==> src/hw/rtl/easter_date_and_season_defines.svh <==
// ----------------------------------------------------------------------------
// Assertion macros for the Easter date block
// Concurrent check helpers, clocked on clk and held off during reset.
// ----------------------------------------------------------------------------
`ifndef EASTER_DATE_AND_SEASON_DEFINES_SVH
`define EASTER_DATE_AND_SEASON_DEFINES_SVH

// Consequent must hold in the same cycle as the antecedent.
`define EDS_ASSERT_NOW(name, ante, cons, msg) \
    name: assert property (@(posedge clk) disable iff (!rst_n) (ante) |-> (cons)) \
        else $error(msg);

// Consequent must hold in the cycle after the antecedent.
`define EDS_ASSERT_NEXT(name, ante, cons, msg) \
    name: assert property (@(posedge clk) disable iff (!rst_n) (ante) |=> (cons)) \
        else $error(msg);

`endif

==> src/hw/rtl/eds_pkg.sv <==
// ----------------------------------------------------------------------------
// eds_pkg
// Shared widths, month codes and the pipeline flow-control bundle.
// ----------------------------------------------------------------------------
`timescale 1ns / 1ps

package eds_pkg;

    localparam int NUM_STAGES = 8;

    localparam int YEAR_W   = 14;
    localparam int MONTH_W  = 4;
    localparam int DAY_W    = 5;
    localparam int EMONTH_W = 3;
    localparam int EDAY_W   = 5;
    localparam int OFFSET_W = 10;
    localparam int CENT_W   = 8;

    localparam int IN_DATA_W  = 24;
    localparam int OUT_DATA_W = 24;

    localparam logic [EMONTH_W-1:0] MONTH_MARCH = 3'd3;
    localparam logic [EMONTH_W-1:0] MONTH_APRIL = 3'd4;

    // Per-stage load enables and valid bits of the pipeline.
    typedef struct packed {
        logic [NUM_STAGES-1:0] ld;
        logic [NUM_STAGES-1:0] vld;
    } flow_t;

endpackage

==> src/hw/rtl/eds_flow.sv <==
// ----------------------------------------------------------------------------
// eds_flow
// Valid bits and per-stage load enables; a stage loads whenever it is empty
// or the stage after it moves, so bubbles collapse under a stalled output.
// ----------------------------------------------------------------------------
`timescale 1ns / 1ps

module eds_flow
    import eds_pkg::*;
(
    input  logic  clk,
    input  logic  rst_n,
    input  logic  in_valid,
    output logic  in_ready,
    output logic  out_valid,
    input  logic  out_ready,
    output flow_t flow
);

    logic [NUM_STAGES-1:0] v_reg;
    logic [NUM_STAGES-1:0] v_next;
    logic [NUM_STAGES-1:0] rdy;

    always_comb
    begin
        rdy[NUM_STAGES-1] = !v_reg[NUM_STAGES-1] || out_ready;
        for (int k = NUM_STAGES - 2; k >= 0; k--)
        begin
            rdy[k] = !v_reg[k] || rdy[k+1];
        end
    end

    always_comb
    begin
        v_next[0] = rdy[0] ? in_valid : v_reg[0];
        for (int k = 1; k < NUM_STAGES; k++)
        begin
            v_next[k] = rdy[k] ? v_reg[k-1] : v_reg[k];
        end
    end

    always_ff @(posedge clk or negedge rst_n)
    begin
        if (!rst_n)
        begin
            v_reg <= '0;
        end
        else
        begin
            v_reg <= v_next;
        end
    end

    assign in_ready  = rdy[0];
    assign out_valid = v_reg[NUM_STAGES-1];
    assign flow.ld   = rdy;
    assign flow.vld  = v_reg;

endmodule

==> src/hw/rtl/eds_computus.sv <==
// ----------------------------------------------------------------------------
// eds_computus
// Seven-stage Gregorian computus: century, golden number, epact with its
// correction, weekday offset, then Easter month and day.
// ----------------------------------------------------------------------------
`timescale 1ns / 1ps

module eds_computus
    import eds_pkg::*;
(
    input  logic                clk,
    input  flow_t               flow,
    input  logic [YEAR_W-1:0]   year,
    output logic [CENT_W-1:0]   cent,
    output logic [EMONTH_W-1:0] easter_month,
    output logic [EDAY_W-1:0]   easter_day
);

    // Constant divisions by reciprocal multiplication, exact over the ranges used.
    localparam logic [12:0] DIV100_MUL = 13'd5243;
    localparam int          DIV100_SH  = 19;
    localparam logic [14:0] DIV19_MUL  = 15'd27595;
    localparam int          DIV19_SH   = 19;
    localparam logic [5:0]  DIV25_MUL  = 6'd41;
    localparam int          DIV25_SH   = 10;
    localparam logic [7:0]  DIV3_MUL   = 8'd171;
    localparam int          DIV3_SH    = 9;
    localparam logic [9:0]  DIV30_MUL  = 10'd547;
    localparam int          DIV30_SH   = 14;

    // Remainder by 7 through octal digit sums, since 8 leaves 1 modulo 7.
    function automatic logic [2:0] mod7(input logic [14:0] x);
        logic [5:0] s1;
        logic [3:0] s2;
        s1 = 6'(x[2:0]) + 6'(x[5:3]) + 6'(x[8:6]) + 6'(x[11:9]) + 6'(x[14:12]);
        s2 = 4'(s1[2:0]) + 4'(s1[5:3]);
        return (s2 >= 4'd7) ? 3'(s2 - 4'd7) : 3'(s2);
    endfunction

    // Stage 0
    logic [YEAR_W-1:0] y0_reg;
    logic [26:0]       pc0_reg;
    logic [28:0]       pn0_reg;

    // Stage 1
    logic [CENT_W-1:0] c1_reg;
    logic [4:0]        n1_reg;
    logic [2:0]        k1_reg;
    logic [14:0]       sy1_reg;
    logic [CENT_W-1:0] c1_next;
    logic [9:0]        nq;
    logic [4:0]        n1_next;
    logic [7:0]        kx;
    logic [12:0]       kp;
    logic [14:0]       sy1_next;

    // Stage 2
    logic [CENT_W-1:0] c2_reg;
    logic [8:0]        n19_2_reg;
    logic              nhi2_reg;
    logic [5:0]        q3_2_reg;
    logic [14:0]       sy2_reg;
    logic [7:0]        dd;
    logic [14:0]       dp;

    // Stage 3
    logic [8:0]        t3_reg;
    logic [14:0]       sp3_reg;
    logic              nhi3_reg;
    logic [8:0]        t3_next;
    logic [14:0]       sp3_next;

    // Stage 4
    logic [8:0]        t4_reg;
    logic [3:0]        tq4_reg;
    logic [14:0]       sp4_reg;
    logic              nhi4_reg;
    logic [17:0]       tp;

    // Stage 5
    logic [4:0]        i5_reg;
    logic [14:0]       s5_reg;
    logic [4:0]        i0;
    logic [4:0]        i5_next;

    // Stage 6
    logic [EMONTH_W-1:0] em6_reg;
    logic [EDAY_W-1:0]   ed6_reg;
    logic [2:0]          j;
    logic signed [5:0]   l;
    logic [EMONTH_W-1:0] em6_next;
    logic [EDAY_W-1:0]   ed6_next;

    always_ff @(posedge clk)
    begin
        if (flow.ld[0])
        begin
            y0_reg  <= year;
            pc0_reg <= 27'(year) * 27'(DIV100_MUL);
            pn0_reg <= 29'(year) * 29'(DIV19_MUL);
        end
    end

    always_comb
    begin
        c1_next  = pc0_reg[DIV100_SH+CENT_W-1:DIV100_SH];
        nq       = pn0_reg[DIV19_SH+9:DIV19_SH];
        n1_next  = 5'(y0_reg - 14'(nq) * 14'd19);
        kx       = (c1_next >= 8'd17) ? (c1_next - 8'd17) : 8'd0;
        kp       = 13'(kx) * 13'(DIV25_MUL);
        sy1_next = 15'(y0_reg) + 15'(y0_reg[YEAR_W-1:2]);
    end

    assign cent = c1_next;

    always_ff @(posedge clk)
    begin
        if (flow.ld[1])
        begin
            c1_reg  <= c1_next;
            n1_reg  <= n1_next;
            k1_reg  <= kp[DIV25_SH+2:DIV25_SH];
            sy1_reg <= sy1_next;
        end
    end

    always_comb
    begin
        dd = c1_reg - 8'(k1_reg);
        dp = 15'(dd) * 15'(DIV3_MUL);
    end

    always_ff @(posedge clk)
    begin
        if (flow.ld[2])
        begin
            c2_reg    <= c1_reg;
            n19_2_reg <= 9'(n1_reg) * 9'd19;
            nhi2_reg  <= (n1_reg > 5'd10);
            q3_2_reg  <= dp[DIV3_SH+5:DIV3_SH];
            sy2_reg   <= sy1_reg;
        end
    end

    always_comb
    begin
        t3_next  = 9'(10'(c2_reg) - 10'(c2_reg[CENT_W-1:2]) - 10'(q3_2_reg)
                      + 10'(n19_2_reg) + 10'd15);
        sp3_next = sy2_reg + 15'd2 + 15'(c2_reg[CENT_W-1:2]) - 15'(c2_reg);
    end

    always_ff @(posedge clk)
    begin
        if (flow.ld[3])
        begin
            t3_reg   <= t3_next;
            sp3_reg  <= sp3_next;
            nhi3_reg <= nhi2_reg;
        end
    end

    assign tp = 18'(t3_reg) * 18'(DIV30_MUL);

    always_ff @(posedge clk)
    begin
        if (flow.ld[4])
        begin
            t4_reg   <= t3_reg;
            tq4_reg  <= tp[DIV30_SH+3:DIV30_SH];
            sp4_reg  <= sp3_reg;
            nhi4_reg <= nhi3_reg;
        end
    end

    // Epact correction: 29 becomes 28, and 28 becomes 27 for a year remainder modulo 19 above ten.
    always_comb
    begin
        i0 = 5'(t4_reg - 9'(tq4_reg) * 9'd30);
        if (i0 == 5'd29)
        begin
            i5_next = 5'd28;
        end
        else if (i0 == 5'd28 && nhi4_reg)
        begin
            i5_next = 5'd27;
        end
        else
        begin
            i5_next = i0;
        end
    end

    always_ff @(posedge clk)
    begin
        if (flow.ld[5])
        begin
            i5_reg <= i5_next;
            s5_reg <= sp4_reg + 15'(i5_next);
        end
    end

    always_comb
    begin
        j = mod7(s5_reg);
        l = $signed({1'b0, i5_reg}) - $signed({3'b000, j});
        if (l >= 6'sd4)
        begin
            em6_next = MONTH_APRIL;
            ed6_next = 5'(l) - 5'd3;
        end
        else
        begin
            em6_next = MONTH_MARCH;
            ed6_next = 5'(l) + 5'd28;
        end
    end

    always_ff @(posedge clk)
    begin
        if (flow.ld[6])
        begin
            em6_reg <= em6_next;
            ed6_reg <= ed6_next;
        end
    end

    assign easter_month = em6_reg;
    assign easter_day   = ed6_reg;

endmodule

==> src/hw/rtl/eds_offset.sv <==
// ----------------------------------------------------------------------------
// eds_offset
// Target day-of-year with Gregorian leap rules, carried alongside the
// computus, and the final offset and season flag in the output stage.
// ----------------------------------------------------------------------------
`timescale 1ns / 1ps

module eds_offset
    import eds_pkg::*;
(
    input  logic                       clk,
    input  flow_t                      flow,
    input  logic [YEAR_W-1:0]          year,
    input  logic [MONTH_W-1:0]         month,
    input  logic [DAY_W-1:0]           day,
    input  logic [CENT_W-1:0]          cent,
    input  logic [EMONTH_W-1:0]        easter_month_in,
    input  logic [EDAY_W-1:0]          easter_day_in,
    output logic [EMONTH_W-1:0]        easter_month,
    output logic [EDAY_W-1:0]          easter_day,
    output logic signed [OFFSET_W-1:0] day_offset,
    output logic                       in_season
);

    localparam logic [12:0] DIV100_MUL = 13'd5243;
    localparam int          DIV100_SH  = 19;
    localparam int          LAST_CARRY = NUM_STAGES - 2;

    // Days before the month in a common year; month zero is the prior December,
    // months thirteen to fifteen run into the next year.
    function automatic logic signed [OFFSET_W-1:0] days_before(input logic [MONTH_W-1:0] m);
        logic signed [OFFSET_W-1:0] r;
        case (m)
            4'd0:    r = -10'sd31;
            4'd1:    r = 10'sd0;
            4'd2:    r = 10'sd31;
            4'd3:    r = 10'sd59;
            4'd4:    r = 10'sd90;
            4'd5:    r = 10'sd120;
            4'd6:    r = 10'sd151;
            4'd7:    r = 10'sd181;
            4'd8:    r = 10'sd212;
            4'd9:    r = 10'sd243;
            4'd10:   r = 10'sd273;
            4'd11:   r = 10'sd304;
            4'd12:   r = 10'sd334;
            4'd13:   r = 10'sd365;
            4'd14:   r = 10'sd396;
            default: r = 10'sd424;
        endcase
        return r;
    endfunction

    logic [YEAR_W-1:0]          y0_reg;
    logic [MONTH_W-1:0]         m0_reg;
    logic [DAY_W-1:0]           d0_reg;
    logic [26:0]                pc0_reg;

    logic [CENT_W-1:0]          c_next;
    logic [YEAR_W:0]            y_next;
    logic                       leap_y;
    logic                       leap_next;
    logic [1:0]                 adj;
    logic signed [OFFSET_W-1:0] tdn_next;

    logic signed [OFFSET_W-1:0] tdn_reg  [1:LAST_CARRY];
    logic                       leap_reg [1:LAST_CARRY];

    logic [OFFSET_W-1:0]        edn;
    logic signed [OFFSET_W:0]   off_next;

    logic [EMONTH_W-1:0]        em_reg;
    logic [EDAY_W-1:0]          ed_reg;
    logic signed [OFFSET_W-1:0] off_reg;
    logic                       ins_reg;

    always_ff @(posedge clk)
    begin
        if (flow.ld[0])
        begin
            y0_reg  <= year;
            m0_reg  <= month;
            d0_reg  <= day;
            pc0_reg <= 27'(15'(year) + 15'd1) * 27'(DIV100_MUL);
        end
    end

    // Leap years of this year and the next; the next one only matters for month fifteen.
    always_comb
    begin
        c_next    = pc0_reg[DIV100_SH+CENT_W-1:DIV100_SH];
        y_next    = 15'(y0_reg) + 15'd1;
        leap_y    = (y0_reg[1:0] == 2'b00)
                    && ((y0_reg != 14'(cent) * 14'd100) || (cent[1:0] == 2'b00));
        leap_next = (y_next[1:0] == 2'b00)
                    && ((y_next != 15'(c_next) * 15'd100) || (c_next[1:0] == 2'b00));
        adj       = 2'((m0_reg >= 4'd3) && leap_y) + 2'((m0_reg == 4'd15) && leap_next);
        tdn_next  = days_before(m0_reg) + $signed({5'd0, d0_reg}) + $signed({8'd0, adj});
    end

    always_ff @(posedge clk)
    begin
        if (flow.ld[1])
        begin
            tdn_reg[1]  <= tdn_next;
            leap_reg[1] <= leap_y;
        end
        for (int k = 2; k <= LAST_CARRY; k++)
        begin
            if (flow.ld[k])
            begin
                tdn_reg[k]  <= tdn_reg[k-1];
                leap_reg[k] <= leap_reg[k-1];
            end
        end
    end

    always_comb
    begin
        edn      = ((easter_month_in == MONTH_APRIL) ? 10'd90 : 10'd59)
                   + 10'(easter_day_in) + 10'(leap_reg[LAST_CARRY]);
        off_next = $signed({tdn_reg[LAST_CARRY][OFFSET_W-1], tdn_reg[LAST_CARRY]})
                   - $signed({1'b0, edn});
    end

    always_ff @(posedge clk)
    begin
        if (flow.ld[NUM_STAGES-1])
        begin
            em_reg  <= easter_month_in;
            ed_reg  <= easter_day_in;
            off_reg <= off_next[OFFSET_W-1:0];
            ins_reg <= !off_next[OFFSET_W] && (off_next[OFFSET_W-1:0] <= 10'd48);
        end
    end

    assign easter_month = em_reg;
    assign easter_day   = ed_reg;
    assign day_offset   = off_reg;
    assign in_season    = ins_reg;

endmodule

==> src/hw/rtl/easter_date_and_season.sv <==
// ----------------------------------------------------------------------------
// easter_date_and_season
// Gregorian Easter Sunday of a date's year, and the date's day offset from it.
// ----------------------------------------------------------------------------
// Takes one date per cycle on the input stream and returns, once the date
// reaches the output stage, Easter's month and day for that year, the signed number
// of days from Easter to the date, and a flag set when that number is 0 to 48.
// The eight register stages each load whenever they are empty or the next
// stage moves, so the block keeps taking dates while a result waits for the
// output to be taken, and stops only when all eight stages hold items.
// Days past the end of a month roll into the following months, day zero is
// the last day of the prior month, month zero is the prior December, and
// months thirteen to fifteen fall in the next year.
`timescale 1ns / 1ps
`include "easter_date_and_season_defines.svh"

module easter_date_and_season
    import eds_pkg::*;
(
    input  logic                  clk,
    input  logic                  rst_n,
    input  logic                  s_axis_tvalid,
    output logic                  s_axis_tready,
    input  logic [IN_DATA_W-1:0]  s_axis_tdata,  // year[13:0], month[17:14], day[22:18]
    output logic                  m_axis_tvalid,
    input  logic                  m_axis_tready,
    output logic [OUT_DATA_W-1:0] m_axis_tdata   // easter_month[2:0], easter_day[7:3],
                                                 // day_offset[17:8], in_season[18]
);

    flow_t                      flow;
    logic [CENT_W-1:0]          cent;
    logic [EMONTH_W-1:0]        em_cp;
    logic [EDAY_W-1:0]          ed_cp;
    logic [EMONTH_W-1:0]        easter_month;
    logic [EDAY_W-1:0]          easter_day;
    logic signed [OFFSET_W-1:0] day_offset;
    logic                       in_season;

    eds_flow u_flow (
        .clk       (clk),
        .rst_n     (rst_n),
        .in_valid  (s_axis_tvalid),
        .in_ready  (s_axis_tready),
        .out_valid (m_axis_tvalid),
        .out_ready (m_axis_tready),
        .flow      (flow)
    );

    eds_computus u_computus (
        .clk          (clk),
        .flow         (flow),
        .year         (s_axis_tdata[13:0]),
        .cent         (cent),
        .easter_month (em_cp),
        .easter_day   (ed_cp)
    );

    eds_offset u_offset (
        .clk             (clk),
        .flow            (flow),
        .year            (s_axis_tdata[13:0]),
        .month           (s_axis_tdata[17:14]),
        .day             (s_axis_tdata[22:18]),
        .cent            (cent),
        .easter_month_in (em_cp),
        .easter_day_in   (ed_cp),
        .easter_month    (easter_month),
        .easter_day      (easter_day),
        .day_offset      (day_offset),
        .in_season       (in_season)
    );

    assign m_axis_tdata = {5'd0, in_season, day_offset, easter_day, easter_month};

    `EDS_ASSERT_NOW(a_full_only_when_blocked, s_axis_tvalid && !s_axis_tready,
        m_axis_tvalid && !m_axis_tready, "input stalled while output is not blocked")

    `EDS_ASSERT_NEXT(a_accept_fills_stage, s_axis_tvalid && s_axis_tready,
        flow.vld[0], "accepted transfer did not enter the first stage")

    `EDS_ASSERT_NOW(a_easter_window, m_axis_tvalid,
        (easter_month == MONTH_MARCH && easter_day >= 5'd22)
        || (easter_month == MONTH_APRIL && easter_day >= 5'd1 && easter_day <= 5'd25),
        "Easter date outside March 22 to April 25")

    `EDS_ASSERT_NOW(a_season_flag, m_axis_tvalid,
        in_season == (!day_offset[OFFSET_W-1] && day_offset[OFFSET_W-2:0] <= 9'd48),
        "season flag disagrees with day offset")

endmodule
==> config.mk <==
export PLATFORM = sky130hd
export DESIGN_NAME = easter_date_and_season
export DESIGN_NICKNAME = d
export VERILOG_FILES = /design/src/hw/rtl/eds_pkg.sv /design/src/hw/rtl/eds_flow.sv /design/src/hw/rtl/eds_computus.sv /design/src/hw/rtl/eds_offset.sv /design/src/hw/rtl/easter_date_and_season.sv
export VERILOG_INCLUDE_DIRS = /design/src /design/src/hw/rtl
export SDC_FILE = /design/constraint.sdc
export NUM_CORES = 1
export LEC_CHECK = 0
export ABC_CLOCK_PERIOD_IN_PS = 5800
export BUFFER_PORTS_ARGS = -buffer_cell sky130_fd_sc_hd__buf_2
export CAP_MARGIN = 40
export CORE_MARGIN = 5
export CORE_UTILIZATION = 55
export CTS_CLUSTER_SIZE = 16
export DETAILED_ROUTE_END_ITERATION = 8
export PLACE_DENSITY = 0.71
export SLEW_MARGIN = 20
export SYNTH_ARGS = -nofsm -noshare
export SYNTH_HDL_FRONTEND = slang
export SYNTH_SLANG_ARGS = --single-unit
==> constraint.sdc <==
create_clock -name clk -period 5.8 [get_ports clk]
set_input_delay 0.29 -clock clk [delete_from_list [all_inputs] [get_ports clk]]
set_output_delay 0.29 -clock clk [all_outputs]
set_load 0.02 [all_outputs]
==> impl_results.md, run 1 <==
- Outcome: finished, violations left
- Failing checks: setup timing
- CP arrival: 6.25 ns
- # fillers: 4,041
- R2r setup slk: -0.14 ns
- CTS tree: built
- Max_slew headroom: 55.7%
- CTS Buf Count: 29
- Startpoint types: flop
- I/O Buffers: 47
- Die H: 238 um
- GRT overflow: 0
- Met2 Use GR: 36.1%
- Antenna violations before repair: 0
- Mean Syn Cell Area: 11.5 um2
- Commonest non-fill, non-tap cells in the layout: ha_1 (566), inv_1 (542), edfxtp_1 (275)
- Max-Cap Viols: 0
- Commonest non-fill, non-tap cell in the layout: ha_1
- Clk root buf: clkbuf_16
- DRC: 0
- Setup violations, final: 4
- Die ar.: 56,500 um2
- Setup CP Type: reg -> reg
- Die Span X: 238 um
- GR peak layer: met2
- ANT nets after route: 0
- Row cnt: 83
- Cell Area, Synth: 28,500 um2
- Fraction of layout cells with a size suffix above 1: 10.5%
- CP Launch Point: u_computus.s5_reg[3]$_DFFE_PP_
- Max FFs per register: 60
- Top FF cell, synth: edfxtp_1
- Fin crit share: 102%
- CP endpoint kind: flop
- Mapped Cells: 2,472
- Core area: 51,400 um2
- Crit path max fanout: 3
- Placed cell area: 30,400 um2
- WL/cell: 15.4 um
- Tmin final: 5.94 ns
- Routed wire length: 51,900 um
- Routed vias/inst: 5.17
- Yosys Warn Count: 0
- Starting density of the core: 55.5%
- Clock tree buffer depth: 3
- R2r endpoint: u_computus.easter_day[4]$_DFFE_PP_
- Seq cells post-synth: 293
- R2R depth: 24
- Clock Latency Late Sink: 0.55 ns
- Routability cong.: 0.902
- Worst setup path endpoint: u_computus.easter_day[4]$_DFFE_PP_
- Slew Limit Fails: 0
- Synth unique cells: 68
- EDFF count, synth: 275
- H-tree depth: 1
- CTS Sinks: 293
- Hpwl dp: 44,400 um
- ANT cells: 0
- TritonRoute pass-1 iters: 5
- Worst slew pin tran: 0.647 ns
- GRT met1 Usage: 22.8%
- Clock Skew: 0.0133 ns
- RSZ-0062 raised after global routing: true
- Final Hold Vio Count: 0
- Starting DRT DRC Count: 514
- Routed via count: 17.4k
- Seq/Total Area, Yosys: 30.3%
- IO Pins: 54
- P&R area growth vs syn: 11.4%
- Overall Global Routing Usage: 18.9%
- Nets: 3,547
- Fmax achieved: 0.168 GHz
- Met3 Use GR: 1.65%
- Min-Delay Path Class: in -> reg
- CP Data Required Time: 6.11 ns
- Global-route wire length before repair: 89,100 um
- Clk pin slew, worst setup/hold paths: 0.06 ns
- Largest net degree at the start of global routing: 39
- Ys async rst share: 2.73%
- Setup TNS: -0.397 ns
- Fin area: 31,800 um2
- Setup ws final: -0.141 ns
- Number of global-route vias before repair: 19.1k
- Critical R2R Launch: u_computus.s5_reg[3]$_DFFE_PP_
critical path: stages (launching register included):
cell,delay [ns]
edfxtp_1,0.37
ha_2,0.21
fa_2,0.53
fa_1,0.43
fa_1,0.44
ha_2,0.21
fa_2,0.37
xor2_2,0.16
ha_2,0.20
fa_2,0.48
ha_4,0.20
a21oi_4,0.13
mux2_4,0.32
inv_2,0.07
ha_4,0.18
a21o_1,0.16
a21oi_2,0.20
xnor2_2,0.17
ha_2,0.21
nand2_1,0.05
a32o_2,0.29
inv_2,0.10
nand3_2,0.09
nand2_2,0.07
xor2_1,0.06
cells by family (layout without fill, tap and decap cells):
| group | Yosys count | count (layout) | synth area share, % |
|---|---|---|---|
| AO/OA/AOI/OAI | 272 | 272 | 6.20 |
| XOR/XNOR | 202 | 202 | 6.20 |
| flip-flops | 293 | 293 | 30.3 |
| other | 1 | 5 | 0.0131 |
| multiplexers | 13 | 13 | 0.469 |
| buffers and inverters | 559 | 775 | 7.45 |
| adder cells (fa/ha/maj) | 849 | 849 | 44.3 |
| AND/OR/NAND/NOR | 283 | 283 | 5.03 |
cell type report:
cell class / count / area [um2] / share of cell area (%)
Clock buffer: 33 / 741 / 2.33
Clock inverter: 20 / 191 / 0.602
Inverter: 548 / 2060 / 6.47
Multi-Input combinational cell: 1624 / 18000 / 56.7
Sequential cell: 293 / 8660 / 27.2
Tap cell: 680 / 851 / 2.68
Timing Repair Buffer: 174 / 1260 / 3.97
metrics by stage:
stage / hold WS (ns) / utilization, % / std cells / setup WS, ns
3_5_place_dp: 0.148 / 59.2 / 3295 / -0.243
4_1_cts: 0.0825 / 61.4 / 3363 / -0.134
3_3_place_gp: 0.135 / 59.1 / 3292 / -0.0788
2_1_floorplan: -0.00559 / - / 2476 / -0.0245
6_report: 0.104 / 61.9 / 3372 / -0.141
5_1_grt: 0.0902 / 61.9 / 3372 / -0.374
worst min-delay path by stage:
| stage | slack [ns] | depth (start not counted) | to | from |
|---|---|---|---|---|
| 2_1_floorplan | -0.006 | 0 | u_flow.v_reg[0]$_DFFE_PN0N_ | rst_n |
| 3_3_place_gp | 0.13 | 1 | u_flow.v_reg[6]$_DFFE_PN0P_ | rst_n |
| 3_5_place_dp | 0.15 | 1 | u_flow.v_reg[7]$_DFFE_PN0P_ | rst_n |
| 4_1_cts | 0.08 | 2 | u_flow.v_reg[0]$_DFFE_PN0N_ | rst_n |
| 5_1_grt | 0.09 | 1 | u_offset.y0_reg[11]$_DFFE_PN_ | s_axis_tdata[11] |
| 6_report | 0.10 | 3 | u_flow.v_reg[7]$_DFFE_PN0P_ | m_axis_tready |
what timing repair did:
action                     in CTS  in global routing
setup endpoints to repair       7                 12
setup buffers                   4                  7
pin swaps                      15                 15
hold endpoints to repair       18                  0
hold buffers                   11                  0
resized for setup              12                 32
layer usage:
layer  vias to the layer above  wire (um)
li1                       8651          -
met1                      8501      21600
met2                       213      27600
met3                        77       1280
met4                         0       1420
met5                         -          0
synthesized netlist by cell type, types with 4 or more instances:
cell type,instances,area (um2)
o211ai_1,6,45.0
nand3b_1,4,30.0
o21a_1,12,90.1
xnor2_1,143,1250
dfrtp_1,8,200
a21boi_0,5,37.5
o21bai_1,17,128
mux2i_1,10,100
nand2b_1,19,119
dfxtp_1,10,200
fa_1,269,5390
a21oi_1,80,400
nand3_1,23,115
clkbuf_1,4,15.0
inv_1,548,2060
nand2_1,64,240
and2_1,5,31.3
a31oi_1,6,37.5
nor3_1,21,105
nor2b_1,17,106
xor2_1,59,517
nand4_1,21,131
ha_1,580,7260
a21o_1,42,315
edfxtp_1,275,8260
buf_4,7,52.6
nor4_1,8,50.1
a211oi_1,9,67.6
or2_2,4,25.0
nor2_1,66,248
a31o_2,5,43.8
and3_1,11,68.8
o21ai_0,58,290
Power of run 1 is not shown: default switching activity piles up to over one toggle a cycle in this logic, so the estimate is an artifact.
==> run 2, diff against run 1 <==
- ABC_AREA: unset -> 1
- ABC_CLOCK_PERIOD_IN_PS: 5800 -> 6700
- PLACE_DENSITY: 0.71 -> 0.68
- clock period: 5.8 -> 6.7 ns (I/O delays scaled with it)
==> impl_results.md, run 2 <==
- WL/cell: 14.8 um
- CP arrival: 6.58 ns
- Max FFs per register: 60
- Dominant cell type by area after synthesis: edfxtp_1
- Commonest non-fill, non-tap cell in the layout: inv_1
- Setup violations, final: 0
- Clock Skew: 0.0263 ns
- TritonRoute pass-1 iters: 7
- Setup TNS: 0 ns
- Met1 Routed Length: 23,700 um
- Synth area leaders: edfxtp_1 (27%), ha_1 (24%), fa_1 (18%)
- Mapped Cells: 3,086
- Met2 WL: 31,400 um
- Tmin final: 6.28 ns
- CTS tree: built
- Nets: 4,060
- Highest metal used: met4
- GRT overflow: 0
- Outcome: complete, no violations
- CTS Sinks: 293
- Synth top area share: 27.1%
- Fraction of layout cells with a size suffix above 1: 4.43%
- Crit path largest cell delay: 0.53 ns
- Startpoint types: flop
- Die H: 246 um
- Cell Area, Synth: 30,500 um2
- DRC: 0
- Most common cell in the synthesized netlist: inv_1
- Routed wire length: 58,500 um
- Top FF cell, synth: edfxtp_1
- Final Hold Vio Count: 0
- Clock tree buffer depth: 3
- Row cnt: 86
- Routed vias/inst: 5.12
- Global-route wire length before repair: 101,000 um
- Hpwl dp: 50,200 um
- Yosys Warn Count: 0
- Commonest non-fill, non-tap cells in the layout: inv_1 (710), ha_1 (580), nand2_1 (445)
- Worst slew pin tran: 0.759 ns
- R2R depth: 26
- Ys async rst share: 2.73%
- Critical path depth in cells: 26
- Largest net degree at the start of global routing: 48
- Clk root buf: clkbuf_16
- Max_slew headroom: 49.3%
- Fin area: 32,900 um2
- Crit path max fanout: 5
- Overall Global Routing Usage: 20.0%
- Max-Cap Viols: 0
- Mean Syn Cell Area: 9.89 um2
- P&R area growth vs syn: 7.72%
- Clock Latency Late Sink: 0.58 ns
- Fmax achieved: 0.159 GHz
- Slew Limit Fails: 0
- Min-Delay Path Class: in -> reg
- Crit path max-delay family: adder cells
- Number of global-route vias before repair: 21.5k
- Critical path's slowest cell: fa_1
- Starting density of the core: 55.5%
- Fin crit share: 93.7%
- Placed cell area: 31,800 um2
- Antenna violations before repair: 0
- Met3 WL: 1470 um
- Hold_ws: 0.152 ns
- Synth unique cells: 53
- Seq/Total Area, Yosys: 28.4%
- Die Span X: 246 um
- Clk pin slew, worst setup/hold paths: 0.06 ns
- H-tree depth: 1
- Die ar.: 60,300 um2
- Routability cong.: 0.904
- Seq cells post-synth: 293
- Core area: 55,000 um2
- CTS Buf Count: 29
- I/O Buffers: 47
- Routed via count: 20.2k
- Starting DRT DRC Count: 839
- Setup CP Type: reg -> reg
- RSZ-0062 raised after global routing: false
- Worst hold stages: 1
- IO Pins: 54
- ANT nets after route: 0
- ANT cells: 0
- Synth cell count leaders: inv_1 (710), ha_1 (580), nand2_1 (445), edfxtp_1 (275), fa_1 (269)
- EDFF count, synth: 275
- CP Data Required Time: 7.00 ns
- WP buf/inv: 2
- CP endpoint kind: flop
-- run 2: cell type report --
cell class / count / area [um2]
timing repair buffer: 75 / 505
fill: 4550 / 22100
clock inverter: 24 / 259
sequential: 293 / 8660
inverter: 711 / 2670
clock buffer: 30 / 729
tap: 748 / 936
multi-input combinational: 2073 / 19100
-- run 2: per-layer routing --
layer | vias to the layer above | global-route usage [%]
met5 | - | 0
met2 | 308 | 38.7
met1 | 9651 | 23.6
met4 | 0 | 6.06
li1 | 10200 | -
met3 | 118 | 1.51
-- run 2: timing repair --
item                                    CTS  global route
resized for setup                         0             1
buffers inserted                          0             1
hold endpoints to repair                 18             0
hold buffers                             11             0
endpoints found under the setup margin    0             3
-- run 2: metrics by stage --
stage | std cells | setup WS, ns | utilization, %
6_report | 3954 | 0.423 | 59.8
5_1_grt | 3954 | 0.116 | 59.8
4_1_cts | 3953 | 0.276 | 59.8
3_5_place_dp | 3888 | 0.291 | 57.8
3_3_place_gp | 3885 | 0.447 | 57.7
2_1_floorplan | 3090 | 0.801 | -
-- run 2: kinds of logic after synthesis --
logic type	synth area share (%)
fa+ha+maj	41.4
simple gates	10.8
buf+inv	9.06
flops	28.4
compound gates	5.29
xor+xnor	5.05
other cells	0.0123
-- run 2: path summary, 6_finish.rpt --
path	startpoint	endpoint	slack [ns]
worst max-delay path	u_computus.s5_reg[0]$_DFFE_PP_	u_computus.easter_day[4]$_DFFE_PP_	0.42
worst min-delay path	s_axis_tdata[1]	u_offset.y0_reg[1]$_DFFE_PN_	0.15
worst max register to register	u_computus.s5_reg[0]$_DFFE_PP_	u_computus.easter_day[4]$_DFFE_PP_	0.42
worst min register to register	u_computus.sy1_reg[8]$_DFFE_PP_	u_computus.sy2_reg[8]$_DFFE_PP_	0.41
max in group asynchronous	rst_n	u_flow.v_reg[7]$_DFFE_PN0P_	6.35
min in group asynchronous	rst_n	u_flow.v_reg[5]$_DFFE_PN0P_	0.16
Power of run 2 is left out for the same reason.
